==> config.mk <==
export PLATFORM = sky130hd
export DESIGN_NAME = priority_run_queue_manager_flat
export DESIGN_NICKNAME = d
export VERILOG_FILES = /design/src/sv/prq_pkg.sv /design/src/sv/prq_if.sv /design/src/sv/prq_cmd_fifo.sv /design/src/sv/prq_engine.sv /design/src/sv/priority_run_queue_manager.sv /design/src/flat_wrapper.sv
export SDC_FILE = /design/constraint.sdc
export NUM_CORES = 2
export LEC_CHECK = 0
export BUFFER_PORTS_ARGS = -buffer_cell sky130_fd_sc_hd__buf_2
export CAP_MARGIN = 20
export CORE_MARGIN = 2
export CORE_UTILIZATION = 45
export DETAILED_ROUTE_END_ITERATION = 16
export GPL_TIMING_DRIVEN = 1
export SYNTH_ARGS = -nofsm -noshare
export SYNTH_HDL_FRONTEND = slang
export SYNTH_SLANG_ARGS = --single-unit
==> constraint.sdc <==
create_clock -name clk -period 9.95 [get_ports clk]
set_input_delay 0 -clock clk [delete_from_list [all_inputs] [get_ports clk]]
set_output_delay 0 -clock clk [all_outputs]
set_load 0.01 [all_outputs]
==> src/sv/prq_pkg.sv <==
// Package for the priority run queue manager: opcodes, status codes, sizes
// and the structs passed between the front end and the queue engine.
// No dependencies.
package prq_pkg;

  localparam int NUM_PROCS_DEF  = 64;
  localparam int NUM_LEVELS_DEF = 8;

  localparam int OPCODE_W   = 2;
  localparam int PID_W      = 6;
  localparam int PRIO_W     = 3;
  localparam int COUNT_W    = 7;
  localparam int STATUS_W   = 2;

  localparam logic [OPCODE_W-1:0] OP_INSERT = 2'd0;
  localparam logic [OPCODE_W-1:0] OP_POP    = 2'd1;
  localparam logic [OPCODE_W-1:0] OP_REMOVE = 2'd2;
  localparam logic [OPCODE_W-1:0] OP_QUERY  = 2'd3;

  localparam logic [STATUS_W-1:0] ST_OK     = 2'd0;
  localparam logic [STATUS_W-1:0] ST_EMPTY  = 2'd1;
  localparam logic [STATUS_W-1:0] ST_DUP    = 2'd2;
  localparam logic [STATUS_W-1:0] ST_ABSENT = 2'd3;

  typedef struct packed {
    logic [OPCODE_W-1:0] opcode;
    logic [PID_W-1:0]    process_id;
    logic [PRIO_W-1:0]   priority_req;
  } cmd_t;

  typedef struct packed {
    logic [PID_W-1:0]    popped_id;
    logic [COUNT_W-1:0]  queue_count;
    logic [STATUS_W-1:0] status;
  } rsp_t;

endpackage

==> src/sv/prq_if.sv <==
// Valid/ready channel interfaces for commands and responses.
// Depends on prq_pkg.
interface prq_cmd_if
  import prq_pkg::*;
  ();
  logic                in_valid;
  logic                in_ready;
  logic [OPCODE_W-1:0] in_opcode;
  logic [PID_W-1:0]    in_process_id;
  logic [PRIO_W-1:0]   in_priority_req;
  modport source (output in_valid, in_opcode, in_process_id, in_priority_req,
                  input in_ready);
  modport sink (input in_valid, in_opcode, in_process_id, in_priority_req,
                output in_ready);
endinterface

interface prq_rsp_if
  import prq_pkg::*;
  ();
  logic                out_valid;
  logic                out_ready;
  logic [PID_W-1:0]    out_popped_id;
  logic [COUNT_W-1:0]  out_queue_count;
  logic [STATUS_W-1:0] out_status;
  modport source (output out_valid, out_popped_id, out_queue_count, out_status,
                  input out_ready);
  modport sink (input out_valid, out_popped_id, out_queue_count, out_status,
                output out_ready);
endinterface

==> src/sv/prq_cmd_fifo.sv <==
// Front end: accepts commands and buffers them in a two-entry queue.
// Depends on prq_pkg and prq_if.
module prq_cmd_fifo
  import prq_pkg::*;
(
  input  logic        clk,
  input  logic        rst_n,
  prq_cmd_if.sink     cmd,
  output logic        deq_valid,
  output cmd_t        deq_cmd,
  input  logic        deq_ready
);

  cmd_t       buf_r [2];
  logic       wptr_r, rptr_r;
  logic [1:0] fill_r;

  wire push = cmd.in_valid && cmd.in_ready;
  wire pop  = deq_valid && deq_ready;

  assign cmd.in_ready = (fill_r != 2'd2);
  assign deq_valid    = (fill_r != 2'd0);
  assign deq_cmd      = buf_r[rptr_r];

  always_ff @(posedge clk) begin
    if (push) begin
      buf_r[wptr_r] <= '{opcode: cmd.in_opcode, process_id: cmd.in_process_id,
                         priority_req: cmd.in_priority_req};
    end
    if (!rst_n) begin
      wptr_r <= 1'b0;
      rptr_r <= 1'b0;
      fill_r <= 2'd0;
    end else begin
      if (push) wptr_r <= ~wptr_r;
      if (pop)  rptr_r <= ~rptr_r;
      fill_r <= fill_r + {1'b0, push} - {1'b0, pop};
    end
  end

  a_no_overflow: assert property (@(posedge clk) disable iff (!rst_n)
    fill_r == 2'd2 |-> !cmd.in_ready)
    else $error("queue full but ready");
  a_fill_range: assert property (@(posedge clk) disable iff (!rst_n)
    fill_r != 2'd3)
    else $error("fill out of range");
  a_fill_step: assert property (@(posedge clk) disable iff (!rst_n)
    push && !pop |=> fill_r != 2'd0)
    else $error("push lost");

endmodule

==> src/sv/prq_engine.sv <==
// Back end: executes queue operations on the link tables through a state sequence.
// Depends on prq_pkg and prq_if.
module prq_engine
  import prq_pkg::*;
#(
  parameter int NUM_PROCS  = NUM_PROCS_DEF,
  parameter int NUM_LEVELS = NUM_LEVELS_DEF
) (
  input  logic    clk,
  input  logic    rst_n,
  input  logic    cmd_valid,
  input  cmd_t    cmd_in,
  output logic    cmd_ready,
  prq_rsp_if.source rsp
);

  localparam int SW = (NUM_PROCS  > 1) ? $clog2(NUM_PROCS)  : 1;
  localparam int LW = (NUM_LEVELS > 1) ? $clog2(NUM_LEVELS) : 1;
  localparam int CW = $clog2(NUM_PROCS + 1);

  localparam logic [2:0] S_IDLE = 3'd0;
  localparam logic [2:0] S_RD1  = 3'd1;  // read head/slot links
  localparam logic [2:0] S_RD2  = 3'd2;  // check level count; insert writes new slot's own links
  localparam logic [2:0] S_WR   = 3'd3;  // write links
  localparam logic [2:0] S_RSP  = 3'd4;

  // link memories, one write port each, registered reads
  logic [SW-1:0] next_mem [NUM_PROCS];
  logic [SW-1:0] prev_mem [NUM_PROCS];
  logic [LW-1:0] prio_mem [NUM_PROCS];
  logic [NUM_PROCS-1:0]  queued_r;
  logic [SW-1:0]         head_r  [NUM_LEVELS];
  logic [CW-1:0]         count_r [NUM_LEVELS];

  logic [2:0]          state_r;
  logic [OPCODE_W-1:0] op_r;
  logic [SW-1:0]       s_r;      // target slot
  logic [LW-1:0]       lv_r;
  logic [STATUS_W-1:0] st_r;
  logic [SW-1:0]       n_r, p_r; // neighbors (or head/tail on insert)
  logic [PID_W-1:0]    popped_r;
  logic [CW-1:0]       cnt_r;
  logic                busy_link_r; // true when links must be touched

  // memory ports
  logic [SW-1:0] nrd_addr, prd_addr, nrd_q, prd_q;
  logic [SW-1:0] nwr_addr, pwr_addr, nwr_data, pwr_data;
  logic          nwr_en, pwr_en;
  logic [SW-1:0] prio_addr;
  logic [LW-1:0] prio_q;

  always_ff @(posedge clk) begin
    nrd_q  <= next_mem[nrd_addr];
    prd_q  <= prev_mem[prd_addr];
    prio_q <= prio_mem[prio_addr];
    if (nwr_en) next_mem[nwr_addr] <= nwr_data;
    if (pwr_en) prev_mem[pwr_addr] <= pwr_data;
    if (state_r == S_WR && op_r == OP_INSERT && st_r == ST_OK)
      prio_mem[s_r] <= lv_r;
  end

  wire [SW-1:0] in_s  = SW'(cmd_in.process_id % NUM_PROCS);
  wire [LW-1:0] in_lv = LW'(cmd_in.priority_req % NUM_LEVELS);
  wire          take  = cmd_valid && cmd_ready;
  wire          rsp_fire = rsp.out_valid && rsp.out_ready;

  assign cmd_ready       = (state_r == S_IDLE);
  assign rsp.out_valid   = (state_r == S_RSP);
  assign rsp.out_popped_id  = popped_r;
  assign rsp.out_queue_count = COUNT_W'(cnt_r);
  assign rsp.out_status  = st_r;

  // read addressing
  always_comb begin
    prio_addr = in_s;
    nrd_addr  = s_r;
    prd_addr  = s_r;
    if (state_r == S_IDLE) begin
      nrd_addr = in_s;
      prd_addr = (cmd_in.opcode == OP_INSERT) ? head_r[in_lv] : in_s;
      if (cmd_in.opcode == OP_POP) begin
        nrd_addr = head_r[in_lv];
        prd_addr = head_r[in_lv];
      end
    end
  end

  // link writes in S_WR, and the new slot's own links in S_RD2
  always_comb begin
    nwr_en = 1'b0; pwr_en = 1'b0;
    nwr_addr = s_r; pwr_addr = s_r; nwr_data = s_r; pwr_data = s_r;
    if (state_r == S_WR && busy_link_r && st_r == ST_OK && op_r != OP_QUERY) begin
      nwr_en = 1'b1; pwr_en = 1'b1;
      if (op_r == OP_INSERT) begin
        // n_r = head, p_r = tail; tail/head links here, the new slot's own links below
        nwr_addr = p_r; nwr_data = s_r;
        pwr_addr = n_r; pwr_data = s_r;
      end else begin
        nwr_addr = p_r; nwr_data = n_r;
        pwr_addr = n_r; pwr_data = p_r;
      end
    end else if (state_r == S_RD2 && op_r == OP_INSERT && st_r == ST_OK) begin
      // own links of the new slot; a lone entry points at itself
      nwr_en = 1'b1; pwr_en = 1'b1;
      nwr_data = (count_r[lv_r] != '0) ? n_r : s_r;
      pwr_data = (count_r[lv_r] != '0) ? p_r : s_r;
    end
  end

  always_ff @(posedge clk) begin
    if (!rst_n) begin
      state_r  <= S_IDLE;
      queued_r <= '0;
      for (int i = 0; i < NUM_LEVELS; i++) count_r[i] <= '0;
    end else begin
      case (state_r)
        S_IDLE: if (take) begin
          op_r     <= cmd_in.opcode;
          s_r      <= in_s;
          lv_r     <= in_lv;
          st_r     <= ST_OK;
          popped_r <= '0;
          state_r  <= S_RD1;
          case (cmd_in.opcode)
            OP_INSERT: if (queued_r[in_s]) st_r <= ST_DUP;
            OP_POP: begin
              if (count_r[in_lv] == '0) st_r <= ST_EMPTY;
              s_r <= head_r[in_lv];
            end
            OP_REMOVE: if (!queued_r[in_s]) st_r <= ST_ABSENT;
            default: ;
          endcase
        end
        S_RD1: begin
          // remove takes the slot's own level
          if (op_r == OP_REMOVE && st_r == ST_OK) lv_r <= prio_q;
          n_r <= (op_r == OP_INSERT) ? head_r[lv_r] : nrd_q;
          p_r <= prd_q;
          state_r <= S_RD2;
        end
        S_RD2: begin
          if (op_r == OP_INSERT) begin
            busy_link_r <= (count_r[lv_r] != '0);
          end else begin
            busy_link_r <= (count_r[lv_r] > CW'(1));
          end
          state_r <= S_WR;
        end
        S_WR: begin
          state_r <= S_RSP;
          cnt_r   <= count_r[lv_r];
          if (st_r == ST_OK) begin
            case (op_r)
              OP_INSERT: begin
                queued_r[s_r]  <= 1'b1;
                count_r[lv_r]  <= count_r[lv_r] + CW'(1);
                cnt_r          <= count_r[lv_r] + CW'(1);
                if (count_r[lv_r] == '0) head_r[lv_r] <= s_r;
              end
              OP_POP, OP_REMOVE: begin
                queued_r[s_r]  <= 1'b0;
                count_r[lv_r]  <= count_r[lv_r] - CW'(1);
                cnt_r          <= count_r[lv_r] - CW'(1);
                if (busy_link_r && head_r[lv_r] == s_r) head_r[lv_r] <= n_r;
                if (op_r == OP_POP) popped_r <= PID_W'(s_r);
              end
              default: ;
            endcase
          end else if (st_r == ST_EMPTY) begin
            cnt_r <= '0;
          end
        end
        S_RSP: if (rsp_fire) state_r <= S_IDLE;
        default: state_r <= S_IDLE;
      endcase
    end
  end

  a_rsp_only_in_rsp: assert property (@(posedge clk) disable iff (!rst_n)
    rsp.out_valid |-> !cmd_ready)
    else $error("response while accepting");
  a_pop_ok_id: assert property (@(posedge clk) disable iff (!rst_n)
    rsp.out_valid && rsp.out_status == ST_EMPTY |-> rsp.out_queue_count == '0)
    else $error("empty pop with nonzero count");
  a_seq: assert property (@(posedge clk) disable iff (!rst_n)
    state_r == S_RD1 |=> state_r == S_RD2)
    else $error("sequencer skipped a step");

endmodule

==> src/sv/priority_run_queue_manager.sv <==
// Top level of the priority run queue manager.
// Depends on prq_pkg, prq_if, prq_cmd_fifo and prq_engine.
//
// Keeps one circular doubly linked ready queue per priority level over a
// table of process slots. A command (insert, pop, remove, query) gives one
// response. Commands land in a two-entry queue; the engine takes a new
// command only once the previous response has transferred, stepping through
// S_IDLE (accept), S_RD1, S_RD2, S_WR and S_RSP (response); a held-off
// response stalls the engine until it transfers.
module priority_run_queue_manager
  import prq_pkg::*;
#(
  parameter int NUM_PROCS  = NUM_PROCS_DEF,
  parameter int NUM_LEVELS = NUM_LEVELS_DEF
) (
  input  logic      clk,
  input  logic      rst_n,
  prq_cmd_if.sink   in_ch,
  prq_rsp_if.source out_ch
);

  logic q_valid, q_ready;
  cmd_t q_cmd;

  prq_cmd_fifo u_front (
    .clk, .rst_n, .cmd(in_ch),
    .deq_valid(q_valid), .deq_cmd(q_cmd), .deq_ready(q_ready)
  );

  prq_engine #(.NUM_PROCS(NUM_PROCS), .NUM_LEVELS(NUM_LEVELS)) u_engine (
    .clk, .rst_n,
    .cmd_valid(q_valid), .cmd_in(q_cmd), .cmd_ready(q_ready),
    .rsp(out_ch)
  );

endmodule

==> src/flat_wrapper.sv <==
// flat-port wrapper written by rule: the top's interface ports become plain ports
module priority_run_queue_manager_flat import prq_pkg::*;
#(
  parameter int NUM_PROCS  = NUM_PROCS_DEF,
  parameter int NUM_LEVELS = NUM_LEVELS_DEF
)
  (clk, rst_n, in_ch_in_valid, in_ch_in_opcode, in_ch_in_process_id, in_ch_in_priority_req, in_ch_in_ready, out_ch_out_valid, out_ch_out_popped_id, out_ch_out_queue_count, out_ch_out_status, out_ch_out_ready);
  prq_cmd_if in_ch_i ();
  prq_rsp_if out_ch_i ();
  input  logic clk;
  input  logic rst_n;
  input wire logic [$bits(in_ch_i.in_valid)-1:0] in_ch_in_valid;
  input wire logic [$bits(in_ch_i.in_opcode)-1:0] in_ch_in_opcode;
  input wire logic [$bits(in_ch_i.in_process_id)-1:0] in_ch_in_process_id;
  input wire logic [$bits(in_ch_i.in_priority_req)-1:0] in_ch_in_priority_req;
  output wire logic [$bits(in_ch_i.in_ready)-1:0] in_ch_in_ready;
  output wire logic [$bits(out_ch_i.out_valid)-1:0] out_ch_out_valid;
  output wire logic [$bits(out_ch_i.out_popped_id)-1:0] out_ch_out_popped_id;
  output wire logic [$bits(out_ch_i.out_queue_count)-1:0] out_ch_out_queue_count;
  output wire logic [$bits(out_ch_i.out_status)-1:0] out_ch_out_status;
  input wire logic [$bits(out_ch_i.out_ready)-1:0] out_ch_out_ready;
  assign in_ch_i.in_valid = in_ch_in_valid;
  assign in_ch_i.in_opcode = in_ch_in_opcode;
  assign in_ch_i.in_process_id = in_ch_in_process_id;
  assign in_ch_i.in_priority_req = in_ch_in_priority_req;
  assign in_ch_in_ready = in_ch_i.in_ready;
  assign out_ch_out_valid = out_ch_i.out_valid;
  assign out_ch_out_popped_id = out_ch_i.out_popped_id;
  assign out_ch_out_queue_count = out_ch_i.out_queue_count;
  assign out_ch_out_status = out_ch_i.out_status;
  assign out_ch_i.out_ready = out_ch_out_ready;
  priority_run_queue_manager #(.NUM_PROCS(NUM_PROCS), .NUM_LEVELS(NUM_LEVELS)) u_core (.clk(clk), .rst_n(rst_n), .in_ch(in_ch_i), .out_ch(out_ch_i));
endmodule
==> impl_metrics.tcl <==
set metrics [dict create \
    vias_per_cell 6.00 \
    relSlewSlack 0.275 \
    fin_nets 3775 \
    critical_path_arrival_ns 5.95 \
    dieArea_um2 117000 \
    drv_slew 0 \
    post_cts_resized 0 \
    final_area_um2 57300 \
    clock_path_buffers 3 \
    crit_top_cell "or4_1" \
    synth-seq-cells 1215 \
    cp_max_fo 61 \
    synth_area_um2 51300 \
    final.period_utilization 0.536 \
    p_leak_nw 18.6 \
    fin_cells 5354 \
    syn_area_per_cell_um2 13.7 \
    drive_gt1_frac 0.117 \
    clkTransAtPathRegs_ns 0.07 \
    grt_usage 0.231 \
    p_per_area_nw_per_um2 316 \
    gp_congestion 0.852 \
    r2r_setup_slack_ns 4.62 \
    die_x_um 342 \
    worst_slew_pin_slew_ns 1.08 \
    cp-start-kind "flip-flop" \
    syn-num-nets 3769 \
    routed_wl_mm 135 \
    placed_area_um2 53000 \
    grt_remaining_overflow 0 \
    hold_depth 2 \
    core-area_um2 113000 \
    period_minus_slack_ns 5.33 \
    finalHoldViolCount 0 \
    met1_length_mm 57.5 \
    max_freq_ghz 0.188 \
    status "completed" \
    setup_viol 0 \
    num_rows 123 \
    htree_levels 4 \
    synth_cell_types 73 \
    critPathRequiredTime_ns 10.57 \
    slowest_stage "o22ai_1" \
    synth_edf_count 1125 \
    synthArstFlopShare 0 \
    hpwl_mm 82.7 \
    fin_ws_ns 4.62 \
    grt_max_degree 137 \
    vias 32100 \
    dp_cells 5102 \
    reg2reg_depth 11 \
    wl_met3_mm 10.4 \
    port_buffers 31 \
    rsz0062_at_grt "false" \
    io-pin-count 32 \
    ir_worst_vdd_mv 0.290 \
    route.detailed.wl_per_inst_um 25.2 \
    yosys_most_used_dff "edfxtp_1" \
    drt_iter0_drc 4003 \
    hp-class "input port to flip-flop" \
    cts_root_buf "clkbuf_16" \
    worst-setup-path-type "flip-flop to flip-flop" \
    antenna_found_initial 3 \
    post-route-drc-count 0 \
    cts_hold_buffers 15 \
    cp-end-kind "flip-flop" \
    post_cts_buffers 0 \
    top_layer_used "met5" \
    tritoncts "done" \
    timing.setup.tns_ns 0 \
    post-place-ws_ns 4.73 \
    grt_pass1_vias 31100 \
    syn_inst 3744 \
    clock_skew_ns 0.0455 \
    synth-seq-area-share 0.693 \
    yosys_warnings 0 \
    max_cap_violations 0 \
    clock-sinks 1215 \
    first_pass_iters 6 \
    start_util 0.455 \
    whs_ns 0.0528 \
    numCtsBuffers 130 \
    drtAntennaViolNets 0 \
    utilization 0.508 \
    wl_met2_mm 63.4 \
    cpPeakStageDelay_ns 0.81 \
    syn_to_final_growth_pct 11.6 \
    finalPower_mw 18.1 \
    grt_pass1_wl_mm 203 \
    die_h_um 342 \
    clock_latency_ns 0.75 \
    cp_cell_sequence "nand2_1, o22ai_1, nor2_1, a21o_1, a21oi_4, buf_4, nand2_2, o211ai_1, a311oi_1, or4_1, or4_1" \
]
[routing by layer]
layer	GRT usage	vias to the layer above
met3	0.0428	230
met4	0.0691	4
met5	0	-
li1	-	14400
met2	0.361	1330
met1	0.329	16200
[power by group]
group / switching [mW] / internal, mW / leakage [nW] / total, mW
clock network: 2.01 / 2.69 / 1.99 / 4.71
logic: 4.86 / 2.31 / 5.71 / 7.17
registers: 0.208 / 6.03 / 10.9 / 6.23
[registers in the layout, summed over array words and instances, names as in the netlist, 6 cells and up, named ones only]
signal and flops:
u_core.u_engine.count_r 56, u_core.u_engine.head_r 48, u_core.u_engine.n_r 6, u_core.u_engine.next_mem 384, u_core.u_engine.nrd_q 6, u_core.u_engine.p_r 6, u_core.u_engine.prd_q 6, u_core.u_engine.prev_mem 384
u_core.u_engine.prio_mem 192, u_core.u_engine.rsp.out_popped_id 6, u_core.u_engine.rsp.out_queue_count 7, u_core.u_engine.s_r 6, u_core.u_front.buf_r 22
[cell usage after synthesis (17+ instances only)]
| library cell | number | area, µm² |
|---|---|---|
| edfxtp_1 | 1125 | 33800 |
| nand2_1 | 458 | 1720 |
| nor2_1 | 388 | 1460 |
| a21oi_1 | 298 | 1490 |
| clkbuf_1 | 120 | 450 |
| mux4_2 | 112 | 2520 |
| o21ai_0 | 111 | 556 |
| mux2i_1 | 110 | 1100 |
| dfxtp_1 | 90 | 1800 |
| nand3_1 | 87 | 435 |
| a22oi_1 | 81 | 608 |
| a211oi_1 | 68 | 510 |
| buf_2 | 66 | 330 |
| and2_1 | 48 | 300 |
| mux2_2 | 40 | 450 |
| nor3_1 | 38 | 190 |
| buf_1 | 36 | 135 |
| nand4_1 | 30 | 188 |
| o22ai_1 | 30 | 188 |
| a31oi_1 | 28 | 175 |
| inv_1 | 28 | 105 |
| o211ai_1 | 26 | 195 |
| a21o_1 | 24 | 180 |
| a221oi_1 | 21 | 184 |
| nand2b_1 | 19 | 119 |
| xnor2_1 | 18 | 158 |
| a22o_1 | 17 | 149 |
[critical path: cells and delay by family (launching register included)]
family          cells  cell delay, ns
simple gates        5            1.83
flops               1            0.80
buf+inv             1            0.65
compound gates      5            1.84
[cell families after synthesis]
family	Yosys count	share of synthesized area
XOR/XNOR	24	0.00409
AO/OA/AOI/OAI	816	0.102
AND/OR/NAND/NOR	1150	0.0967
flip-flops	1215	0.693
multiplexers	264	0.0801
buffers and inverters	265	0.0218
adder cells (fa/ha/maj)	10	0.00244
[layout by cell type, fill, tap and decap left out, types with 39 or more instances in the layout]
master / instances
a211oi_1: 68
a21oi_1: 298
a22oi_1: 81
and2_1: 48
buf_4: 64
clkbuf_1: 39
clkbuf_16: 132
dfxtp_1: 88
edfxtp_1: 1125
mux2_2: 40
mux2i_1: 105
mux4_2: 112
nand2_1: 458
nand3_1: 87
nor2_1: 388
o21ai_0: 111
[layout make-up]
class | instances | area, µm²
clock inverters | 61 | 654
diodes | 2 | 5.00
clock buffers | 173 | 3480
inverters | 28 | 105
well taps | 1500 | 1880
multi-input cells | 2264 | 14800
flip-flops and latches | 1215 | 35600
repair buffers | 111 | 806
fillers | 9464 | 55500
[path summary, 6_finish.rpt]
check | endpoint | start
setup reg to reg | u_core.u_engine.nrd_q[0] | flip-flop
setup / recovery | u_core.u_engine.nrd_q[0] | flip-flop
hold reg to reg | flip-flop | flip-flop
hold / removal | u_core.u_front.buf_r[0][2] | in_ch_in_priority_req[2]
No activity file was read; power rests on OpenSTA's default activity.
